===== src/rtl/core/tsbk_pkg.sv =====
// Shared types, opcodes and frequency helper for the control block grant decoder.
package tsbk_pkg;

    localparam logic [5:0] OP_GRANT        = 6'h00;
    localparam logic [5:0] OP_GRANT_UPDATE = 6'h02;
    localparam logic [5:0] OP_EXPLICIT     = 6'h03;
    localparam logic [5:0] OP_ID_UPDATE    = 6'h3d;
    localparam logic [5:0] OP_ID_UPDATE_VU = 6'h34;

    localparam logic [7:0] VENDOR_ALT      = 8'h90;
    localparam logic [3:0] BLOCK_MIN_BYTES = 4'd10;
    localparam logic [16:0] SPACING_STEP_HZ = 17'd125;

    typedef enum logic [2:0] {
        KIND_UNKNOWN      = 3'd0,
        KIND_ID_UPDATE    = 3'd1,
        KIND_GRANT        = 3'd2,
        KIND_GRANT_UPDATE = 3'd3,
        KIND_EXPLICIT     = 3'd4
    } t_kind;

    typedef struct packed {
        logic        en;
        logic [3:0]  id;
        logic [31:0] base_units;
        logic [9:0]  spacing_units;
    } t_plan_wr;

    typedef struct packed {
        logic        hit;
        logic [31:0] base_units;
        logic [16:0] spacing_hz;
    } t_plan_rd;

    typedef struct packed {
        t_kind       kind;
        logic [5:0]  op_code;
        logic [7:0]  vendor_id;
        logic [15:0] chan_word;
        logic [15:0] chan_word_b;
        logic [15:0] talk_group;
        logic [23:0] source_unit;
        logic        is_encrypted;
        logic        enc_known;
        logic [34:0] freq_hz;
        logic [34:0] freq_b_hz;
        logic        last;
    } t_event;

    // base is in 5 Hz units: base * 5 = (base << 2) + base
    function automatic logic [34:0] plan_freq(input t_plan_rd rd, input logic [11:0] num);
        logic [34:0] base_hz;
        logic [28:0] step_hz;
        base_hz = {1'b0, rd.base_units, 2'b00} + {3'b000, rd.base_units};
        step_hz = 29'(num) * 29'(rd.spacing_hz);
        plan_freq = rd.hit ? (base_hz + 35'(step_hz)) : 35'd0;
    endfunction

endpackage


===== src/rtl/core/tsbk_plan_table.sv =====
// Band plan table: per-entry valid flags, base and spacing memory, two registered read ports.
module tsbk_plan_table #(
    parameter int PLAN_ENTRIES = 16
) (
    input  logic               i_clk,
    input  logic               i_rst_n,
    input  logic               i_rd_en,
    input  logic [3:0]         i_rd_id_a,
    input  logic [3:0]         i_rd_id_b,
    input  tsbk_pkg::t_plan_wr i_wr,
    output tsbk_pkg::t_plan_rd o_rd_a,
    output tsbk_pkg::t_plan_rd o_rd_b
);

    localparam int AW = (PLAN_ENTRIES > 1) ? $clog2(PLAN_ENTRIES) : 1;

    logic [PLAN_ENTRIES-1:0] r_valid;
    logic [31:0]             r_base [PLAN_ENTRIES];
    logic [16:0]             r_spacing [PLAN_ENTRIES];

    logic          wr_ok, in_a, in_b;
    logic [AW-1:0] wr_addr, addr_a, addr_b;

    always_comb begin
        wr_ok   = i_wr.en && ({1'b0, i_wr.id} < 5'(PLAN_ENTRIES));
        in_a    = {1'b0, i_rd_id_a} < 5'(PLAN_ENTRIES);
        in_b    = {1'b0, i_rd_id_b} < 5'(PLAN_ENTRIES);
        wr_addr = wr_ok ? i_wr.id[AW-1:0] : '0;
        addr_a  = in_a ? i_rd_id_a[AW-1:0] : '0;
        addr_b  = in_b ? i_rd_id_b[AW-1:0] : '0;
    end

    always_ff @(posedge i_clk) begin
        if (!i_rst_n) begin
            r_valid <= '0;
        end else if (wr_ok) begin
            r_valid[wr_addr] <= 1'b1;
        end
    end

    always_ff @(posedge i_clk) begin
        if (wr_ok) begin
            r_base[wr_addr]    <= i_wr.base_units;
            r_spacing[wr_addr] <= 17'(i_wr.spacing_units) * tsbk_pkg::SPACING_STEP_HZ;
        end
    end

    // read before write: an item never looks up the entry it writes itself
    always_ff @(posedge i_clk) begin
        if (i_rd_en) begin
            o_rd_a.hit        <= in_a && r_valid[addr_a];
            o_rd_a.base_units <= r_base[addr_a];
            o_rd_a.spacing_hz <= r_spacing[addr_a];
            o_rd_b.hit        <= in_b && r_valid[addr_b];
            o_rd_b.base_units <= r_base[addr_b];
            o_rd_b.spacing_hz <= r_spacing[addr_b];
        end
    end

endmodule


===== src/rtl/core/tsbk_event_build.sv =====
// Field decode and frequency arithmetic: builds up to two events from one staged block.
module tsbk_event_build (
    input  logic [63:0]        i_head,
    input  logic [15:0]        i_tail,
    input  tsbk_pkg::t_plan_rd i_rd_a,
    input  tsbk_pkg::t_plan_rd i_rd_b,
    output tsbk_pkg::t_event   o_ev_a,
    output tsbk_pkg::t_event   o_ev_b,
    output logic               o_two
);

    logic [79:0] blk;
    logic [5:0]  op;
    logic [7:0]  vendor;
    logic [34:0] freq_a, freq_b;

    always_comb begin
        blk    = {i_head, i_tail};
        op     = blk[77:72];
        vendor = blk[71:64];
        o_ev_a = '0;
        o_two  = 1'b0;
        o_ev_a.op_code   = op;
        o_ev_a.vendor_id = vendor;

        unique case (op)
            tsbk_pkg::OP_ID_UPDATE, tsbk_pkg::OP_ID_UPDATE_VU: begin
                o_ev_a.kind      = tsbk_pkg::KIND_ID_UPDATE;
                o_ev_a.chan_word = {blk[63:60], 12'h000};
            end
            tsbk_pkg::OP_GRANT: begin
                o_ev_a.kind         = tsbk_pkg::KIND_GRANT;
                o_ev_a.enc_known    = 1'b1;
                o_ev_a.is_encrypted = blk[62];
                o_ev_a.chan_word    = blk[55:40];
                o_ev_a.talk_group   = blk[39:24];
                o_ev_a.source_unit  = blk[23:0];
            end
            tsbk_pkg::OP_EXPLICIT: begin
                o_ev_a.kind         = tsbk_pkg::KIND_EXPLICIT;
                o_ev_a.enc_known    = 1'b1;
                o_ev_a.is_encrypted = blk[62];
                o_ev_a.chan_word    = blk[47:32];
                o_ev_a.chan_word_b  = blk[31:16];
                o_ev_a.talk_group   = blk[15:0];
            end
            tsbk_pkg::OP_GRANT_UPDATE: begin
                o_ev_a.kind = tsbk_pkg::KIND_GRANT_UPDATE;
                if (vendor == tsbk_pkg::VENDOR_ALT) begin
                    o_ev_a.chan_word   = blk[55:40];
                    o_ev_a.talk_group  = blk[39:24];
                    o_ev_a.source_unit = blk[23:0];
                end else begin
                    o_ev_a.chan_word  = blk[63:48];
                    o_ev_a.talk_group = blk[47:32];
                    o_two = (blk[31:16] != 16'h0000) || (blk[15:0] != 16'h0000);
                end
            end
            default: begin
                o_ev_a.kind = tsbk_pkg::KIND_UNKNOWN;
            end
        endcase

        // plan id lane b always sits in bits 28..31, number in the next 12 bits
        freq_a = tsbk_pkg::plan_freq(i_rd_a, o_ev_a.chan_word[11:0]);
        freq_b = tsbk_pkg::plan_freq(i_rd_b, blk[27:16]);

        if (o_ev_a.kind == tsbk_pkg::KIND_GRANT || o_ev_a.kind == tsbk_pkg::KIND_EXPLICIT ||
            o_ev_a.kind == tsbk_pkg::KIND_GRANT_UPDATE) begin
            o_ev_a.freq_hz = freq_a;
        end
        if (o_ev_a.kind == tsbk_pkg::KIND_EXPLICIT) begin
            o_ev_a.freq_b_hz = freq_b;
        end
        o_ev_a.last = !o_two;

        o_ev_b            = o_ev_a;
        o_ev_b.chan_word  = blk[31:16];
        o_ev_b.talk_group = blk[15:0];
        o_ev_b.freq_hz    = freq_b;
        o_ev_b.last       = 1'b1;
    end

endmodule


===== src/rtl/core/tsbk_grant_decoder_core.sv =====
// Top level: input stage, band plan lookup, event build and output register.
// Path: a block is held in the input stage registers, then in the output register.
// Throughput: one block per cycle while the output is not stalled; a grant update
// with a second event holds the output register for both events, one per transfer.
// Reset: synchronous, active low; clears pipeline valid flags and plan valid bits at once.
// Blocks shorter than ten bytes are taken and dropped with no event.
module tsbk_grant_decoder_core #(
    parameter int PLAN_ENTRIES = 16
) (
    input  logic        i_clk,
    input  logic        i_rst_n,
    input  logic        i_in_valid,
    output logic        o_in_stall,
    input  logic [3:0]  i_byte_count,
    input  logic [63:0] i_head_bits,
    input  logic [15:0] i_tail_bits,
    output logic        o_out_valid,
    input  logic        i_out_stall,
    output logic [2:0]  o_event_kind,
    output logic [5:0]  o_op_code,
    output logic [7:0]  o_vendor_id,
    output logic [15:0] o_chan_word,
    output logic [15:0] o_chan_word_b,
    output logic [15:0] o_talk_group,
    output logic [23:0] o_source_unit,
    output logic        o_is_encrypted,
    output logic        o_enc_known,
    output logic [34:0] o_freq_hz,
    output logic [34:0] o_freq_b_hz,
    output logic        o_last
);

    logic        r_s1_valid;
    logic [63:0] r_head;
    logic [15:0] r_tail;

    logic             r_out_valid, r_out_two, r_sel;
    tsbk_pkg::t_event r_out_a, r_out_b;

    tsbk_pkg::t_plan_wr plan_wr;
    tsbk_pkg::t_plan_rd rd_a, rd_b;
    tsbk_pkg::t_event   ev_a, ev_b, cur;
    logic               two;

    logic       in_acc, long_blk, out_acc, out_free, s1_adv;
    logic [5:0] in_op;
    logic [7:0] in_vendor;
    logic [3:0] id_a;

    always_comb begin
        out_acc    = r_out_valid && !i_out_stall;
        out_free   = !r_out_valid || (out_acc && (r_sel || !r_out_two));
        s1_adv     = r_s1_valid && out_free;
        o_in_stall = r_s1_valid && !out_free;
        in_acc     = i_in_valid && !o_in_stall;
        long_blk   = i_byte_count >= tsbk_pkg::BLOCK_MIN_BYTES;
        in_op      = i_head_bits[61:56];
        in_vendor  = i_head_bits[55:48];

        // pick the plan id of the first channel field for this opcode
        priority if (in_op == tsbk_pkg::OP_GRANT ||
                     (in_op == tsbk_pkg::OP_GRANT_UPDATE && in_vendor == tsbk_pkg::VENDOR_ALT)) begin
            id_a = i_head_bits[39:36];
        end else if (in_op == tsbk_pkg::OP_EXPLICIT) begin
            id_a = i_head_bits[31:28];
        end else begin
            id_a = i_head_bits[47:44];
        end

        plan_wr.id            = i_head_bits[47:44];
        plan_wr.spacing_units = i_head_bits[25:16];
        plan_wr.base_units    = {i_head_bits[15:0], i_tail_bits};
        plan_wr.en = in_acc && long_blk &&
                     (in_op == tsbk_pkg::OP_ID_UPDATE || in_op == tsbk_pkg::OP_ID_UPDATE_VU) &&
                     (plan_wr.base_units != 32'd0) && (plan_wr.spacing_units != 10'd0);
    end

    tsbk_plan_table #(
        .PLAN_ENTRIES(PLAN_ENTRIES)
    ) u_table (
        .i_clk     (i_clk),
        .i_rst_n   (i_rst_n),
        .i_rd_en   (in_acc),
        .i_rd_id_a (id_a),
        .i_rd_id_b (i_head_bits[15:12]),
        .i_wr      (plan_wr),
        .o_rd_a    (rd_a),
        .o_rd_b    (rd_b)
    );

    tsbk_event_build u_build (
        .i_head (r_head),
        .i_tail (r_tail),
        .i_rd_a (rd_a),
        .i_rd_b (rd_b),
        .o_ev_a (ev_a),
        .o_ev_b (ev_b),
        .o_two  (two)
    );

    always_ff @(posedge i_clk) begin
        if (!i_rst_n) begin
            r_s1_valid <= 1'b0;
        end else if (in_acc) begin
            r_s1_valid <= long_blk;
        end else if (s1_adv) begin
            r_s1_valid <= 1'b0;
        end
    end

    always_ff @(posedge i_clk) begin
        if (in_acc) begin
            r_head <= i_head_bits;
            r_tail <= i_tail_bits;
        end
    end

    always_ff @(posedge i_clk) begin
        if (!i_rst_n) begin
            r_out_valid <= 1'b0;
            r_out_two   <= 1'b0;
            r_sel       <= 1'b0;
        end else if (s1_adv) begin
            r_out_valid <= 1'b1;
            r_out_two   <= two;
            r_sel       <= 1'b0;
        end else if (out_acc) begin
            // advance to the second event, or drop the pair once both are out
            if (r_out_two && !r_sel) begin
                r_sel <= 1'b1;
            end else begin
                r_out_valid <= 1'b0;
            end
        end
    end

    always_ff @(posedge i_clk) begin
        if (s1_adv) begin
            r_out_a <= ev_a;
            r_out_b <= ev_b;
        end
    end

    always_comb begin
        cur            = r_sel ? r_out_b : r_out_a;
        o_out_valid    = r_out_valid;
        o_event_kind   = cur.kind;
        o_op_code      = cur.op_code;
        o_vendor_id    = cur.vendor_id;
        o_chan_word    = cur.chan_word;
        o_chan_word_b  = cur.chan_word_b;
        o_talk_group   = cur.talk_group;
        o_source_unit  = cur.source_unit;
        o_is_encrypted = cur.is_encrypted;
        o_enc_known    = cur.enc_known;
        o_freq_hz      = cur.freq_hz;
        o_freq_b_hz    = cur.freq_b_hz;
        o_last         = cur.last;
    end

endmodule


===== config.mk =====
export PLATFORM = sky130hd
export DESIGN_NAME = tsbk_grant_decoder_core
export DESIGN_NICKNAME = d
export VERILOG_FILES = /design/src/rtl/core/tsbk_pkg.sv /design/src/rtl/core/tsbk_plan_table.sv /design/src/rtl/core/tsbk_event_build.sv /design/src/rtl/core/tsbk_grant_decoder_core.sv
export SDC_FILE = /design/constraint.sdc
export NUM_CORES = 2
export LEC_CHECK = 0
export BUFFER_PORTS_ARGS = -buffer_cell sky130_fd_sc_hd__buf_2
export CAP_MARGIN = 10
export CELL_PAD_IN_SITES_DETAIL_PLACEMENT = 0
export CELL_PAD_IN_SITES_GLOBAL_PLACEMENT = 1
export CORE_UTILIZATION = 54
export DETAILED_ROUTE_END_ITERATION = 7
export PLACE_DENSITY = 0.88
export SLEW_MARGIN = 40
export SYNTH_ARGS = -nofsm -noshare
export SYNTH_HDL_FRONTEND = slang
export SYNTH_HIERARCHICAL = 1
export SYNTH_SLANG_ARGS = --single-unit

===== constraint.sdc =====
create_clock -name i_clk -period 19 [get_ports i_clk]
set_clock_uncertainty 0.1 [all_clocks]
set_input_delay 0.95 -clock i_clk [delete_from_list [all_inputs] [get_ports i_clk]]
set_output_delay 0.95 -clock i_clk [all_outputs]
set_load 0.05 [all_outputs]

Word-level counts from Yosys, hierarchy flattened

Memory sizes are Yosys's and may differ from the RTL's. A register that Yosys moved wholly into a read port is not among the register bits.
Cells that the tools add are included.

Memory bits (writable): 784
Output and inout port bits: 164
Flip-flop bits (word level): 329
Bits in latches: 0
Memory bits (read-only): 0
Memories: 2

Equal/unequal tests: 14
Reductions and logical operators: 40
Div/mod/pow operators: 0
$add $sub $neg: 4
Shift operators: 0
Mux-type cells: 28
Magnitude comparators: 5
Multipliers: 3
Bitwise logic cells: 2

Memories:

| name              | words | width | rd ports | clocked after Yosys merged registers in | write ports | line                  | RTL |
|---|---|---|---|---|---|---|---|
| u_table.r_base    | 16    | 32    | 2        | 2                                       | 1           | tsbk_plan_table.sv:18 | `logic [31:0] r_base [PLAN_ENTRIES];` |
| u_table.r_spacing | 16    | 17    | 2        | 2                                       | 1           | tsbk_plan_table.sv:19 | `logic [16:0] r_spacing [PLAN_ENTRIES];` |

Operator list:

| cell                  | number |
|---|---|
| $mux 145              | 1 |
| $add 34x32->35        | 2 |
| $add 35x29->35        | 2 |
| $pmux 16 s4           | 1 |
| $mul 12x17->29        | 2 |
| $pmux 16 s3           | 1 |
| $pmux 24 s2           | 1 |
| $mux 35               | 1 |
| $mux 16               | 2 |
| $reduce_bool 16->1    | 2 |
| $reduce_bool 32->1    | 1 |
| $eq 6x2->1 const B    | 4 |
| $eq 6x6->1 const B    | 4 |
| $mux 24               | 1 |
| $mul 10x7->17 const B | 1 |
| $eq 8x8->1 const B    | 2 |
| $or 16x16->16         | 1 |
| $lt 4x5->1 const B    | 3 |
| $mux 1                | 13 |
| $logic_and 1x1->1     | 12 |
| $logic_not 6->1       | 2 |
| $mux 4                | 3 |
| $pmux 3 s4            | 1 |
| $reduce_bool 10->1    | 1 |
| 13 further kinds      | 32 |

Longest topological paths before layout

Depth in word-level cells: 18
Depth in mapped cells: 28
Depth with buffers taken out: 26

Cells and area by module

The synthesis kept the hierarchy.

By module, submodules not included:

| module                  | area each (um2) | instances | sequential area each (um2) | cells an instance |
|---|---|---|---|---|
| tsbk_plan_table         | 41,224.5        | 1         | 26,865.8                   | 1,741 |
| tsbk_event_build        | 19,869.1        | 1         | 0.0                        | 2,420 |
| tsbk_grant_decoder_core | 14,472.6        | 1         | 12,211.7                   | 642 |

Least setup slack after synthesis

Ideal clock, no wire load.

Path type: in2reg
Start point: input port i_out_stall
End point: register r_out_a[0] in the netlist's numbering (enable)
Arrival time: 14,623 ps
Path buffers: 0
Path slack: 3,257 ps
Stages on the path: 2
Cells stage by stage: o21a_1 > nor2_1

Longest elaborated chain between the ends: 5

Ends and longest elaborated chain:

| what                   | line                           | RTL |
|---|---|---|
| start: declaration     | tsbk_grant_decoder_core.sv:18  | `input logic i_out_stall,` |
| $logic_not 1->1        | tsbk_grant_decoder_core.sv:51  | `out_acc = r_out_valid && !i_out_stall;` |
| $logic_and 1x1->1      | tsbk_grant_decoder_core.sv:51  |  |
| $logic_and 1x1->1      | tsbk_grant_decoder_core.sv:52  | `out_free = !r_out_valid \|\| (out_acc && (r_sel \|\| !r_out_two));` |
| $logic_or 1x1->1       | tsbk_grant_decoder_core.sv:52  |  |
| $logic_and 1x1->1      | tsbk_grant_decoder_core.sv:53  | `s1_adv = r_s1_valid && out_free;` |
| net s1_adv             | tsbk_grant_decoder_core.sv:45  | `logic in_acc, long_blk, out_acc, out_free, s1_adv;` |
| end signal: assignment | tsbk_grant_decoder_core.sv:139 | `r_out_a <= ev_a;` |
| end: declaration       | tsbk_grant_decoder_core.sv:38  | `tsbk_pkg::t_event r_out_a, r_out_b;` |

The timed path passes the listed nets, and every way through them passes these cells.
A chain may end at the register's enable or synchronous reset.

==> results.toml <==
[status]
status = "finished, final reports clean"

[clock_network]
cts_tree = "yes"
cts_hold_buf = 0
htree_levels = 4
cts_sinks = 1306
clk_latency_ns = 0.80
clockRootBuffer = "clkbuf_16"
post_cts_buffers = 0
clockBufferDepth = 3
path_clk_slew_ns = 0.07
cts-resized-gates = 0
cts_buffers = 135

[global_route]
grt_pass1_wl_mm = 293
grt_antenna_before_repair = 29
grt_max_degree = 166
gr-usage-all-layers_pct = 28.5
grt_overflow = 0
grt_pass1_vias = 45100

[critical_path]
end_kind = "flop"
cp.required_ns = 19.41
critical_path_class = "flop to flop"
critPathLaunchType = "flop"
critPathMaxFanout = 26
arrival_ns = 9.04

[die]
die_w_microns = 376
chipHeight_microns = 376
ios = 252
start_util_pct = 54.6
core_area_sq_mm = 0.138
dieArea_sq_mm = 0.141
rows = 136

[drt]
ant_nets = 0
wire_per_inst_microns = 29.4
vias_per_cell = 6.37
drt_wl_total_mm = 202
drc = 0
vias = 43700
drtIter0Drc = 5293
first_pass_iters = 6

[worst_hold_path]
hold_path.class = "input port to flop"

[power]
irDropWorstVdd_mv = 0.356
p_leak_nw = 31.2
pwr_density_cell_mw_per_mm2 = 143

[yosys]
avgSynthCellArea_sq_um = 15.7
ys_warn_count = 6
synth_nets = 5527
synth_cells = 4801
syn-cell-area_sq_mm = 0.0755

[timing]
finalSetupViolCount = 0
clock.fmax_ghz = 0.116
finalCriticalPeriod_ns = 8.63
finalCritPeriodShare_pct = 45.4
relSlewSlack_pct = 42.4
slew_viol_final = 0
tns_ns = 0
tightest_slew_ns = 0.865
hold_viol = 0
grt_setup_unrepaired = "false"
worst_slack_ns = 10.37

[placed_design]
io_buffers = 248
hpwl_mm = 129
placed_cell_area_sq_mm = 0.0778
post-place-ws_ns = 10.52
gp_congestion = 0.893
dp_cells = 6599

[final_layout]
stdcell_count = 6857
drive_gt1_share_pct = 22.6
utilization_pct = 59.6
areaGrowthSynthToFinish_pct = 9.06
nNetsFinal = 5602
stdcell_area_sq_mm = 0.0823
n_fill_cell = 10000

[flow_run]
max-cap-violations = 0
-- layout make-up --
class | instances | area, sq um | area share [%]
Antenna cell | 11 | 27.5 | 0.0334
Clock buffer | 170 | 3630 | 4.41
Tap cell | 1863 | 2330 | 2.83
Clock inverter | 74 | 812 | 0.986
Inverter | 578 | 2170 | 2.63
Timing Repair Buffer | 321 | 2150 | 2.61
Multi-Input combinational cell | 2534 | 32200 | 39.1
Sequential cell | 1306 | 39000 | 47.4
-- cell usage in the layout, fill, tap and decap left out, drive strengths merged, types with 19 or more instances in the layout --
cell type / n
clkinv: 44
nand4: 23
and2: 240
o21ai: 81
nor4: 25
edfxtp: 1286
o21a: 25
nand3: 29
xor2: 19
nor2: 81
nor3: 19
inv: 590
mux4: 500
nor2b: 26
mux2i: 31
a21oi: 90
ha: 197
dfxtp: 20
a21o: 21
nand2: 341
fa: 441
clkbuf: 170
buf: 321
xnor2: 45
mux2: 171
-- registers in the layout, indices dropped and copies added (netlist names) --
register	flops
u_table/r_base	512
u_table/r_spacing	272
r_out_a	162
r_out_b	162
r_head	62
u_table/o_rd_a	50
u_table/o_rd_b	50
r_tail	16
u_table/r_valid	16
o_out_valid	1
r_out_two	1
r_s1_valid	1
r_sel	1
-- final timing paths --
check | startpoint | slack [ns] | cells after the start | to
setup / recovery | r_head[59] | 10.37 | 22 | r_out_a[68]
hold / removal | i_head_bits[34] | 0.23 | 1 | r_head[34]
setup reg to reg | r_head[59] | 10.37 | 22 | r_out_a[68]
hold reg to reg | r_head[55] | 0.37 | 0 | r_out_a[152]
-- worst max-delay path: stages, from the launching register on --
cell and delay, ns:
edfxtp_1 0.44, or4_4 0.64, or2_2 0.47, buf_4 0.35
o21ai_4 0.68, nand2_1 0.18, fa_1 0.52, fa_1 0.52
inv_1 0.06, fa_1 0.54, fa_1 0.43, fa_1 0.49
inv_1 0.05, fa_1 0.47, inv_1 0.04, ha_1 0.36
a21oi_1 0.27, o21ai_0 0.17, a22oi_1 0.50, a21oi_1 0.15
nor4_1 0.61, xor2_1 0.20, nor2_1 0.06
-- routing by layer --
metal | track usage, % | share of wire, % | vias up
li1 | - | - | 17700
met1 | 37.0 | 36 | 22600
met2 | 46.6 | 49 | 2894
met3 | 7.03 | 11 | 502
met4 | 11.1 | 3.6 | 8
met5 | 0 | 0.028 | -
-- power breakdown --
group	leakage, nW	switching, mW	total (mW)	internal, mW
sequential	12.3	0.0597	3.59	3.53
combinational	16.8	3.57	5.52	1.94
clock	2.16	1.17	2.70	1.53
-- metrics by stage --
step                hold slack (ns)  total power [mW]
finish                        0.228              11.8
CTS                           0.189              11.7
global placement              0.348              8.91
global route                  0.208              12.4
floorplan                     0.346              7.25
detailed placement            0.362              9.00
Note: power is estimated with default switching activity, not from simulation.
